==> src/rtl/lwjf_pkg.sv <==
// Package for the line weight and junk filter: beat types, phase and verdict codes,
// and the character class helpers. No dependencies.
package lwjf_pkg;

	localparam int MAX_LINE_DEF = 1024;
	localparam int CFG_INDEX_W  = 1;
	localparam int CFG_DATA_W   = 1;

	// register indexes
	localparam logic [CFG_INDEX_W-1:0] REG_WEIGHTED_MODE = 1'd0;
	localparam logic [CFG_INDEX_W-1:0] REG_JUNK_FILTER   = 1'd1;

	// prefix scan phases
	localparam logic [1:0] PH_SCAN     = 2'd0;
	localparam logic [1:0] PH_PLAIN    = 2'd1;
	localparam logic [1:0] PH_PREFIXED = 2'd2;

	// verdict codes
	localparam logic [2:0] VC_OK      = 3'd0;
	localparam logic [2:0] VC_LENGTH  = 3'd1;
	localparam logic [2:0] VC_JSON    = 3'd2;
	localparam logic [2:0] VC_TAG     = 3'd3;
	localparam logic [2:0] VC_HEXHASH = 3'd4;
	localparam logic [2:0] VC_BASE64  = 3'd5;
	localparam logic [2:0] VC_HEXWRAP = 3'd6;

	localparam logic [2:0] HEXWRAP_LEN = 3'd5;

	typedef struct packed {
		logic [7:0] line_byte;
		logic       end_of_line;
	} line_beat_t;

	typedef struct packed {
		logic        keep_line;
		logic [2:0]  verdict_code;
		logic [31:0] line_weight;
		logic [10:0] payload_offset;
		logic [10:0] payload_length;
	} verdict_t;

	function automatic logic is_digit(input logic [7:0] c);
		return (c >= "0") && (c <= "9");
	endfunction

	function automatic logic is_alpha(input logic [7:0] c);
		return ((c >= "a") && (c <= "z")) || ((c >= "A") && (c <= "Z"));
	endfunction

	function automatic logic is_hex(input logic [7:0] c);
		return is_digit(c) || ((c >= "a") && (c <= "f")) || ((c >= "A") && (c <= "F"));
	endfunction

	function automatic logic is_b64(input logic [7:0] c);
		return is_alpha(c) || is_digit(c) || (c == "+") || (c == "/") || (c == "=");
	endfunction

	// "$HEX[" by position
	function automatic logic [7:0] hexwrap_char(input logic [2:0] q);
		logic [7:0] c;
		unique case (q)
			3'd0: c = "$";
			3'd1: c = "H";
			3'd2: c = "E";
			3'd3: c = "X";
			3'd4: c = "[";
			default: c = 8'h00;
		endcase
		return c;
	endfunction

endpackage

==> src/rtl/lwjf_line_state.sv <==
// Per-line scan state of the line weight and junk filter and the verdict logic.
// Depends on lwjf_pkg.
module lwjf_line_state #(
	parameter int MAX_LINE = lwjf_pkg::MAX_LINE_DEF
) (
	input  logic                 clk,
	input  logic                 arst_n,
	input  logic                 advance,
	input  lwjf_pkg::line_beat_t beat,
	input  logic                 weighted_mode,
	input  logic                 junk_filter_enable,
	output lwjf_pkg::verdict_t   verdict
);

	localparam int CW = $clog2(MAX_LINE + 1);
	localparam logic [CW-1:0] CNT_MAX   = CW'(MAX_LINE);
	localparam logic [CW-1:0] LEN_LIMIT = CW'(MAX_LINE - 64);

	logic [CW-1:0] byte_count_q, payload_start_q;
	logic [1:0]    phase_q;
	logic [31:0]   accum_q;
	logic [15:0]   first_two_q, last_two_q;
	logic          hex_only_q, b64_only_q;
	logic [2:0]    hexwrap_q;

	logic [CW-1:0] pos, cnt_n, ps_n, diff, plen;
	logic [1:0]    phase_n;
	logic [31:0]   accum_n;
	logic [35:0]   accum_x10;
	logic [15:0]   first_two_n, last_two_n;
	logic          hex_only_n, b64_only_n;
	logic [2:0]    hexwrap_n, q3;
	logic          to_payload, clear_pl, q_ok, q_is0, q_is1, q_lt5;
	logic [7:0]    b, c0, c1, l0, l1;
	logic [2:0]    code;
	logic [CW+10:0] ps_ext, plen_ext;

	assign b   = beat.line_byte;
	assign pos = byte_count_q;
	assign accum_x10 = {1'b0, accum_q, 3'b000} + {3'b000, accum_q, 1'b0}
		+ {32'd0, b[3:0] - 4'd0};

	always_comb begin
		cnt_n      = (pos < CNT_MAX) ? pos + CW'(1) : pos;
		phase_n    = phase_q;
		accum_n    = accum_q;
		ps_n       = payload_start_q;
		to_payload = 1'b1;
		clear_pl   = 1'b0;
		if (phase_q == lwjf_pkg::PH_SCAN) begin
			priority if (weighted_mode && lwjf_pkg::is_digit(b)) begin
				// b - '0' is the low nibble for digits
				accum_n = (accum_x10[35:32] != 4'd0) ? 32'hFFFF_FFFF : accum_x10[31:0];
			end else if (weighted_mode && (b == ":") && (pos != '0)) begin
				phase_n    = lwjf_pkg::PH_PREFIXED;
				ps_n       = cnt_n;
				clear_pl   = 1'b1;
				to_payload = 1'b0;
			end else begin
				phase_n = lwjf_pkg::PH_PLAIN;
			end
		end
	end

	// payload position of this byte, zero if it falls before the payload start
	always_comb begin
		diff  = pos - payload_start_q;
		q_ok  = pos >= payload_start_q;
		q_is0 = !q_ok || (diff == '0);
		q_is1 = q_ok && (diff == CW'(1));
		q_lt5 = !q_ok || (diff < CW'(5));
		q3    = q_ok ? diff[2:0] : 3'd0;
	end

	always_comb begin
		if (clear_pl) begin
			first_two_n = '0;
			last_two_n  = '0;
			hex_only_n  = 1'b1;
			b64_only_n  = 1'b1;
			hexwrap_n   = '0;
		end else begin
			first_two_n = first_two_q;
			last_two_n  = last_two_q;
			hex_only_n  = hex_only_q;
			b64_only_n  = b64_only_q;
			hexwrap_n   = hexwrap_q;
		end
		if (to_payload) begin
			if (q_is0) first_two_n[15:8] = b;
			else if (q_is1) first_two_n[7:0] = b;
			last_two_n = {last_two_q[7:0], b};
			if (!lwjf_pkg::is_hex(b)) hex_only_n = 1'b0;
			if (!lwjf_pkg::is_b64(b)) b64_only_n = 1'b0;
			if (q_lt5 && (hexwrap_q == q3) && (b == lwjf_pkg::hexwrap_char(q3)))
				hexwrap_n = q3 + 3'd1;
		end
	end

	// verdict on the state that includes this byte
	always_comb begin
		plen = cnt_n - ps_n;
		c0   = first_two_n[15:8];
		c1   = first_two_n[7:0];
		l0   = last_two_n[7:0];
		l1   = last_two_n[15:8];
		code = lwjf_pkg::VC_OK;
		priority if (cnt_n >= LEN_LIMIT) begin
			code = lwjf_pkg::VC_LENGTH;
		end else if ((plen >= CW'(5)) && (hexwrap_n == lwjf_pkg::HEXWRAP_LEN)) begin
			code = lwjf_pkg::VC_HEXWRAP;
		end else if (plen == '0) begin
			code = lwjf_pkg::VC_LENGTH;
		end else if (junk_filter_enable && (plen >= CW'(4))) begin
			priority if ((c0 == "{") || (c0 == "[")) begin
				code = lwjf_pkg::VC_JSON;
			end else if ((c0 == "<") && (lwjf_pkg::is_alpha(c1) || (c1 == "/")
					|| (c1 == "!"))) begin
				code = lwjf_pkg::VC_TAG;
			end else if ((plen >= CW'(32)) && hex_only_n) begin
				code = lwjf_pkg::VC_HEXHASH;
			end else if ((plen >= CW'(40)) && b64_only_n && ((l0 == "=") || (l1 == "="))) begin
				code = lwjf_pkg::VC_BASE64;
			end else begin
				code = lwjf_pkg::VC_OK;
			end
		end else begin
			code = lwjf_pkg::VC_OK;
		end
		ps_ext   = {11'd0, ps_n};
		plen_ext = {11'd0, plen};
		verdict.keep_line      = (code == lwjf_pkg::VC_OK);
		verdict.verdict_code   = code;
		verdict.line_weight    = ((phase_n == lwjf_pkg::PH_PREFIXED) && (accum_n != '0))
			? accum_n : 32'd1;
		verdict.payload_offset = ps_ext[10:0];
		verdict.payload_length = plen_ext[10:0];
	end

	always_ff @(posedge clk or negedge arst_n) begin
		if (!arst_n) begin
			byte_count_q    <= '0;
			phase_q         <= lwjf_pkg::PH_SCAN;
			accum_q         <= '0;
			payload_start_q <= '0;
			first_two_q     <= '0;
			last_two_q      <= '0;
			hex_only_q      <= 1'b1;
			b64_only_q      <= 1'b1;
			hexwrap_q       <= '0;
		end else if (advance) begin
			if (beat.end_of_line) begin
				byte_count_q    <= '0;
				phase_q         <= lwjf_pkg::PH_SCAN;
				accum_q         <= '0;
				payload_start_q <= '0;
				first_two_q     <= '0;
				last_two_q      <= '0;
				hex_only_q      <= 1'b1;
				b64_only_q      <= 1'b1;
				hexwrap_q       <= '0;
			end else begin
				byte_count_q    <= cnt_n;
				phase_q         <= phase_n;
				accum_q         <= accum_n;
				payload_start_q <= ps_n;
				first_two_q     <= first_two_n;
				last_two_q      <= last_two_n;
				hex_only_q      <= hex_only_n;
				b64_only_q      <= b64_only_n;
				hexwrap_q       <= hexwrap_n;
			end
		end
	end

endmodule

==> src/rtl/line_weight_and_junk_filter.sv <==
// Top level of the line weight and junk filter: input register, configuration
// registers and verdict register. Depends on lwjf_pkg and lwjf_line_state.
//
// The block takes a text line one byte per beat and returns one verdict beat
// for each line, on the beat marked end_of_line. It sustains one byte per cycle
// while no end-of-line byte is held up: every accepted byte waits in the input
// register and is folded into the line state when it advances; on the last byte
// of a line the verdict is written to the verdict register as that byte advances,
// so a verdict passes the input register and then the verdict register. The only
// back pressure is the verdict register: while it holds an untaken verdict, a
// further end-of-line byte waits in the input register and the line side sees
// stall. Ordinary bytes keep flowing past a waiting verdict. In weighted mode
// a "digits:" prefix is stripped and reported as line_weight (1 when absent or
// zero, saturating at all ones); weighted_mode is looked at on every byte of
// the digit scan, and junk_filter_enable on the last byte. Write the
// configuration only while the block is idle.
module line_weight_and_junk_filter #(
	parameter int MAX_LINE = lwjf_pkg::MAX_LINE_DEF
) (
	input  logic                                 clk,
	input  logic                                 arst_n,
	// line bytes
	input  logic                                 line_valid,
	output logic                                 line_stall,
	input  lwjf_pkg::line_beat_t                 line,
	// verdicts
	output logic                                 verdict_valid,
	input  logic                                 verdict_stall,
	output lwjf_pkg::verdict_t                   verdict,
	// configuration
	input  logic                                 cfg_we,
	input  logic [lwjf_pkg::CFG_INDEX_W-1:0]     cfg_index,
	input  logic [lwjf_pkg::CFG_DATA_W-1:0]      cfg_data
);

	logic                 weighted_mode_q, junk_filter_q;
	logic                 valid_s1;
	lwjf_pkg::line_beat_t beat_s1;
	logic                 out_free, advance, accept;
	lwjf_pkg::verdict_t   verdict_d;
	lwjf_pkg::verdict_t   verdict_q;
	logic                 verdict_valid_q;

	// configuration registers
	always_ff @(posedge clk or negedge arst_n) begin
		if (!arst_n) begin
			weighted_mode_q <= 1'b0;
			junk_filter_q   <= 1'b0;
		end else if (cfg_we) begin
			unique case (cfg_index)
				lwjf_pkg::REG_WEIGHTED_MODE: weighted_mode_q <= cfg_data[0];
				lwjf_pkg::REG_JUNK_FILTER:   junk_filter_q   <= cfg_data[0];
				default: ;
			endcase
		end
	end

	// the verdict register frees up this cycle if empty or being taken
	assign out_free   = !verdict_valid_q || !verdict_stall;
	// an end-of-line byte needs a free verdict register; other bytes always go
	assign advance    = valid_s1 && (!beat_s1.end_of_line || out_free);
	assign line_stall = valid_s1 && !advance;
	assign accept     = line_valid && !line_stall;

	// input register: load a new beat, or drop the one that advanced
	always_ff @(posedge clk or negedge arst_n) begin
		if (!arst_n) begin
			valid_s1 <= 1'b0;
		end else if (accept) begin
			valid_s1 <= 1'b1;
		end else if (advance) begin
			valid_s1 <= 1'b0;
		end
	end

	always_ff @(posedge clk) begin
		if (accept) beat_s1 <= line;
	end

	lwjf_line_state #(
		.MAX_LINE (MAX_LINE)
	) u_line_state (
		.clk                (clk),
		.arst_n             (arst_n),
		.advance            (advance),
		.beat               (beat_s1),
		.weighted_mode      (weighted_mode_q),
		.junk_filter_enable (junk_filter_q),
		.verdict            (verdict_d)
	);

	wire load_verdict = advance && beat_s1.end_of_line;

	// verdict register: hold while stalled, load at the end of a line
	always_ff @(posedge clk or negedge arst_n) begin
		if (!arst_n) begin
			verdict_valid_q <= 1'b0;
		end else if (load_verdict) begin
			verdict_valid_q <= 1'b1;
		end else if (!verdict_stall) begin
			verdict_valid_q <= 1'b0;
		end
	end

	always_ff @(posedge clk) begin
		if (load_verdict) verdict_q <= verdict_d;
	end

	assign verdict_valid = verdict_valid_q;
	assign verdict       = verdict_q;

endmodule

==> config.mk <==
export PLATFORM = sky130hd
export DESIGN_NAME = line_weight_and_junk_filter
export DESIGN_NICKNAME = d
export VERILOG_FILES = /design/src/rtl/lwjf_pkg.sv /design/src/rtl/lwjf_line_state.sv /design/src/rtl/line_weight_and_junk_filter.sv
export SDC_FILE = /design/constraint.sdc
export NUM_CORES = 1
export LEC_CHECK = 0
export BUFFER_PORTS_ARGS = -buffer_cell sky130_fd_sc_hd__buf_2
export CAP_MARGIN = 10
export CORE_ASPECT_RATIO = 2
export CORE_MARGIN = 3
export CORE_UTILIZATION = 35
export DETAILED_ROUTE_END_ITERATION = 16
export GPL_TIMING_DRIVEN = 0
export PLACE_DENSITY_LB_ADDON = 0.3
export SYNTH_ARGS = -nofsm -noshare
export SYNTH_HDL_FRONTEND = slang
export SYNTH_SLANG_ARGS = --single-unit
==> constraint.sdc <==
create_clock -name clk -period 5.9 [get_ports clk]
set_input_delay 0.59 -clock clk [delete_from_list [all_inputs] [get_ports clk]]
set_output_delay 0.59 -clock clk [all_outputs]
set_load 0.01 [all_outputs]
Word level (Yosys, flattened, before mapping)

Cells that the tools add are included.

Bits in registers: 164
Bits in latches: 0
Bits in writable memories: 0
ROM bits: 0
Bits of input ports: 16
Output and inout bits: 60
Word-level logic and storage cells: 181
Memories kept: 0

$add $sub $neg: 6
Multiply operators: 0
Divide/modulo/power cells: 0
$lt $le $gt $ge: 20
Eq/ne operators: 21
Shift-type cells: 0
Mux-type cells: 56
Bitwise logic cells: 1
Reductions and logical operators: 57

Operators by type and width:

| operator              | number |
|---|---|
| $mux 32               | 4 |
| $mux 16               | 6 |
| $eq 8x6->1 const B    | 9 |
| $mux 11               | 6 |
| $le 8x7->1 const B    | 6 |
| $mux 3                | 13 |
| $add 35x33->36        | 1 |
| $add 36x4->36         | 1 |
| $pmux 7 s5            | 1 |
| $ge 8x7->1 const B    | 4 |
| $mux 8                | 4 |
| $reduce_bool 32->1    | 1 |
| $logic_and 1x1->1     | 24 |
| $ge 11x3->1 const B   | 2 |
| $ge 11x6->1 const B   | 2 |
| $logic_not 11->1      | 2 |
| $sub 11x11->11        | 2 |
| $mux 1                | 18 |
| $eq 8x7->1 const B    | 2 |
| $logic_or 1x1->1      | 16 |
| $add 11x1->11 const B | 1 |
| $eq 11x1->1 const B   | 1 |
| $ge 11x10->1 const B  | 1 |
| $ge 11x11->1          | 1 |
| 21 further kinds      | 33 |

Depth between registers and ports, before layout

Depth in word-level cells: 23
Gate-level depth with buffers: 21
Mapped depth without buffers: 18

Hierarchy

From an unflattened synthesis, not the netlist that was laid out.

Cells, all modules: 1284
Area, all modules: 11402.2 sq um

By module, submodules not included:

| module                      | times used | cells an instance | area an instance (sq um) | sequential area each (sq um) |
|---|---|---|---|---|
| lwjf_line_state             | 1          | 1199              | 9198.8                   | 2129.5 |
| line_weight_and_junk_filter | 1          | 85                | 2203.4                   | 2112.0 |

Least setup slack after synthesis

OpenSTA, ideal clock, no wires.

Path kind: register to register
Start point: register u_line_state.byte_count_q[1]
End point: register verdict_q, in the netlist verdict[56] (data pin)
Library setup time: 254 ps
Data arrival time: 4069 ps
Data required time: 5646 ps
Setup slack: 1576 ps
Stages on the path, launching flop included: 19
Buffers on the path: 1
Clock period less this slack: 4324 ps
Path through: dfrtp_1 > inv_1 > ha_1 > nor4b_2 > nand4_1 > nand3_1 > clkbuf_1 > nor2_1 > a21oi_1 > ha_1 > nor2b_1 > o21ai_0 > a221oi_1 > o41ai_2 > xnor2_1 > or3_4 > o31ai_2 > nor4b_1 > o21a_1

Elaborated cells on any way between the ends: 92
Those cells by class: add/sub: 4; order compare: 12; eq/ne: 15; mux: 37; reduce/logical: 24

RTL lines:

| item                                         | RTL line                                     | text |
|---|---|---|
| start: declaration                           | lwjf_line_state.sv:19                        | `logic [CW-1:0] byte_count_q, payload_start_q;` |
| start signal: assignment                     | lwjf_line_state.sv:163                       | `byte_count_q <= cnt_n;` |
| $add 11x1->11, or another cell as far along  | lwjf_line_state.sv:44                        | `cnt_n = (pos < CNT_MAX) ? pos + CW'(1) : pos;` |
| $mux 11 or $logic_and 1x1->1 (tied branches) | lwjf_line_state.sv:44, lwjf_line_state.sv:54 |  |
| $mux 11                                      | lwjf_line_state.sv:54                        | `end else if (weighted_mode && (b == ":") && (pos != '0)) begin` |
| $mux 11                                      | lwjf_line_state.sv:51                        | `priority if (weighted_mode && lwjf_pkg::is_digit(b)) begin` |
| $mux 11                                      | lwjf_line_state.sv:50                        | `if (phase_q == lwjf_pkg::PH_SCAN) begin` |
| $sub 11x11->11 *                             | lwjf_line_state.sv:102                       | `plen = cnt_n - ps_n;` |
| via u_line_state.plen[5]                     | lwjf_line_state.sv:26                        | `logic [CW-1:0] pos, cnt_n, ps_n, diff, plen;` |
| $ge 11x6->1                                  | lwjf_line_state.sv:122                       | `end else if ((plen >= CW'(40)) && b64_only_n && ((l0 == "=") \|\| (l1 == "="))) begin` |
| (+3 left out)                                | n/a                                          |  |
| $mux 3                                       | lwjf_line_state.sv:120                       | `end else if ((plen >= CW'(32)) && hex_only_n) begin` |
| $mux 3                                       | lwjf_line_state.sv:117                       | `end else if ((c0 == "<") && (lwjf_pkg::is_alpha(c1) \|\| (c1 == "/")` |
| $mux 3                                       | lwjf_line_state.sv:115                       | `priority if ((c0 == "{") \|\| (c0 == "[")) begin` |
| $mux 3                                       | lwjf_line_state.sv:114                       | `end else if (junk_filter_enable && (plen >= CW'(4))) begin` |
| $mux 3                                       | lwjf_line_state.sv:112                       | `end else if (plen == '0) begin` |
| $mux 3 *                                     | lwjf_line_state.sv:110                       | `end else if ((plen >= CW'(5)) && (hexwrap_n == lwjf_pkg::HEXWRAP_LEN)) begin` |
| $mux 3 *                                     | lwjf_line_state.sv:108                       | `priority if (cnt_n >= LEN_LIMIT) begin` |
| via u_line_state.code[2]                     | lwjf_line_state.sv:35                        | `logic [2:0] code;` |
| end signal: assignment                       | line_weight_and_junk_filter.sv:106           | `if (load_verdict) verdict_q <= verdict_d;` |
| end: declaration                             | line_weight_and_junk_filter.sv:41            | `lwjf_pkg::verdict_t verdict_q;` |

The timed path passes the listed nets; every way through them passes the cells marked *. The select of a mux whose other input is x is not followed.
A chain may end at the register's enable or synchronous reset.

Final worst setup path

Start point: register u_line_state.byte_count_q[1]
End point: register verdict_q, in the netlist verdict[54] (data pin)

Same word-level chain as after synthesis.

==> metrics.cfg <==
[run_status]
status = finished, final reports clean

[clocking]
clk_latency_ns = 0.46
hold_buffers = 0
clockBufferDepth = 2
cts_sinks = 156
cts_buffers = 17
cts_setup_buffers = 0
cts_tree = built
cts_root_buf = clkbuf_16
path_clk_slew_ns = 0.07
cts.htree.levels = 4
cts_resized = 2

[global_route]
grt_usage = 0.2292
antenna_found_initial = 0
grt_pass1_wl_um = 60330
gr-total-overflow = 0
grt_pass1_vias = 10670
grt_max_degree = 62

[timing]
rsz0062_at_grt = no
worst_pin_slew_ns = 1.269
fmax_ghz = 0.1843
fin_crit_ns = 5.426
finalSetupViolations = 0
clock_skew_ns = 0.009358
fin_crit_sh = 0.9196
hold_viol = 0
slew_headroom = 0.1475
slew_viol_final = 0
fin_setup_tns_ns = 0

[worst_setup_path]
arrival_ns = 5.68
required_ns = 6.16
slowest_delay_ns = 0.47
slowest_stage = o41ai_2
worstSetupPathType = reg -> reg
critPathMaxFanout = 10
crit_chain = inv_1 > ha_1 > nor4b_2 > nand4_1 > nand3_2 > clkbuf_2 > nor2_1 > a21oi_2 > ha_1 > nor2b_1 > o21ai_0 > a221oi_1 > o41ai_2 > o211ai_1 > xnor2_1 > inv_1 > nor4_2 > a32oi_1 > o41ai_2
path_buf_inv = 3
critPathLaunchType = flip-flop
crit_path_end_kind = flip-flop
path_delay_family = compound AO/OA/AOI/OAI gates

[routing]
routed-via-count = 10270
drt-pass1-iter-count = 6
wl_per_cell_um = 22.44
final_antenna_net_count = 0
drc = 0
vias_per_cell = 5.816
drt_first_iter_violations = 777
totalWireLength_um = 39600

[synth]
syn-instance-count = 1233
ys_seq_area_frac = 0.3760
syn_nets = 1340
synthFlopType = dfrtp_1
ys_types = 103
async_flop_share = 0.5705
syn-cell-area_um2 = 11280
avgSynthCellArea_um2 = 9.149
synth-edff-count = 67
ys_ff_latch = 156
ys_warn_count = 0

[run]
drv_cap = 0

[power]
ir_drop_mv = 0.2379
p_leak_nw = 5.707
p_total_mw = 3.008
power_density_nw_per_um2 = 234.0

[placement]
port_buffers = 75
place.gp.congestion = 0.9864
dpl.hpwl_um = 31540
placed_cells = 1733

[finish]
nets = 1436
final_cells = 1765
drive_gt1_frac = 0.1356
diodes = 0
fill_cells = 3200
areaGrowthSynthToFinish_pct = 13.93

[floorplan]
dieArea_um2 = 34550
core-area_um2 = 31660
placementRows = 92
initial_utilization = 0.3564
die_x_um = 132.9
fp.dieH_um = 259.9
io_pins = 76

[hold_path]
hp-class = in -> async

final timing paths:
check	startpoint	end	slack (ns)	cells after the start
worst max-delay path	u_line_state.byte_count_q[1]	verdict[54]	0.47	19
worst min-delay path	arst_n	u_line_state.hexwrap_q[2]	0.08	1
worst max register to register	u_line_state.byte_count_q[1]	verdict[54]	0.47	19
worst min register to register	u_line_state.last_two_q[6]	u_line_state.last_two_q[6]	0.52	1
max in group asynchronous	arst_n	u_line_state.hex_only_q	5.09	2
min in group clk	line[6]	beat_s1[6]	0.30	1
stage by stage:
stage | hold WS [ns] | util | setup WS (ns) | instance area (µm²)
final | 0.08112 | 0.4060 | 0.4742 | 12850
after CTS | 0.07983 | 0.4057 | 0.09776 | 12840
after global routing | 0.1093 | 0.4060 | 0.01895 | 12850
after global placement | 0.4649 | 0.3849 | -0.2870 | 12190
after detailed placement | 0.4924 | 0.3865 | -0.2706 | 12240
after floorplan | 0.2944 | - | 1.576 | 11280
state kept, by name (all words and copies together), names as in the netlist:
| register | cells |
|---|---|
| u_line_state.phase_q | 2 |
| verdict | 58 |
| u_line_state.b64_only_q | 1 |
| u_line_state.hexwrap_q | 3 |
| valid_s1 | 1 |
| u_line_state.hex_only_q | 1 |
| u_line_state.byte_count_q | 11 |
| beat_s1 | 9 |
| u_line_state.last_two_q | 8 |
| weighted_mode_q | 1 |
| u_line_state.first_two_q | 16 |
| verdict_valid | 1 |
| u_line_state.accum_q | 32 |
| u_line_state.payload_start_q | 11 |
| junk_filter_q | 1 |
synthesized netlist by cell type, types with 5 or more instances:
master    instances  area share
o211ai_1         14      0.0093
o21ai_0          76       0.034
a22o_1           34       0.026
and3_1           11      0.0061
nor2b_1          11      0.0061
a211o_1           7      0.0054
a211oi_1         22       0.015
edfxtp_1         67        0.18
a21o_1           21       0.014
clkbuf_1         50       0.017
mux2i_1           9      0.0080
nor2_1          136       0.045
or2_2             6      0.0033
nand4b_1          8      0.0062
nor3_1           38       0.017
nor3b_1           6      0.0040
mux2_2            5      0.0050
ha_1             87       0.096
nand4_1          21       0.012
xor2_1           13       0.010
o22ai_1          13      0.0072
nand2b_1         12      0.0067
nand2_1         103       0.034
or3_1            13      0.0072
and2_1            8      0.0044
dfrtp_1          87        0.19
a311oi_1          5      0.0039
o31ai_1          13      0.0087
o21a_1           11      0.0073
xnor2_1          28       0.022
a31oi_1          11      0.0061
a21oi_1          78       0.035
nor4_1            9      0.0050
nand3_1          31       0.014
inv_1            47       0.016
buf_2             6      0.0027
worst reg2reg max path, delay by kind of cell (launching register included):
family          cells  cell delay [ns]
compound gates      7             2.02
xor+xnor            1             0.21
fa+ha+maj           2             0.45
buf+inv             3             0.57
flops               1             0.46
simple gates        6             1.50
layout make-up:
type                    count  area (µm²)  area share
plain buffers              64       299.0     0.02327
clock buffers              17       425.4     0.03310
clock inverters            15       173.9     0.01353
inverters                  47       176.4     0.01373
multi-input cells         965        6576      0.5117
flip-flops and latches    156        4242      0.3300
well taps                 423       529.3     0.04118
repair buffers             78       430.4     0.03349
per-layer routing:
metal | global-route usage | vias to the layer above | routed length, µm
met1 | 0.2025 | 4959 | 12840
met3 | 0.03407 | 142 | 1410
met5 | 0 | - | 0
li1 | - | 4821 | -
met4 | 0.1786 | 0 | 3288
met2 | 0.4495 | 343 | 22060
layout by cell type (no fill, tap or decap), types with 17 or more instances in the layout:
cell / n
a22o_1: 34
nor2_1: 136
clkbuf_1: 48
xnor2_1: 28
a21oi_1: 77
nor3_1: 38
clkbuf_16: 17
dfrtp_1: 87
nand2_1: 103
nand3_1: 30
ha_1: 87
o21ai_0: 76
a21o_1: 21
nand4_1: 21
inv_1: 46
buf_2: 80
edfxtp_1: 67
a211oi_1: 22
kinds of logic (layout without fill, tap and decap cells):
family | Yosys count | after routing | synth area share
flip-flops | 156 | 156 | 0.3760
multiplexers | 14 | 14 | 0.01298
AO/OA/AOI/OAI | 373 | 373 | 0.2328
adder cells (fa/ha/maj) | 91 | 91 | 0.1036
AND/OR/NAND/NOR | 444 | 444 | 0.1970
buffers and inverters | 112 | 221 | 0.04237
XOR/XNOR | 43 | 43 | 0.03527
where the power goes:
part	internal, mW	total, mW	switching [mW]
Sequential	1.21	1.26	0.0477
Combinational	0.239	0.626	0.387
Clock	0.571	1.12	0.554
Total	2.02	3.01	0.988
(Power assumes the default switching activity.)
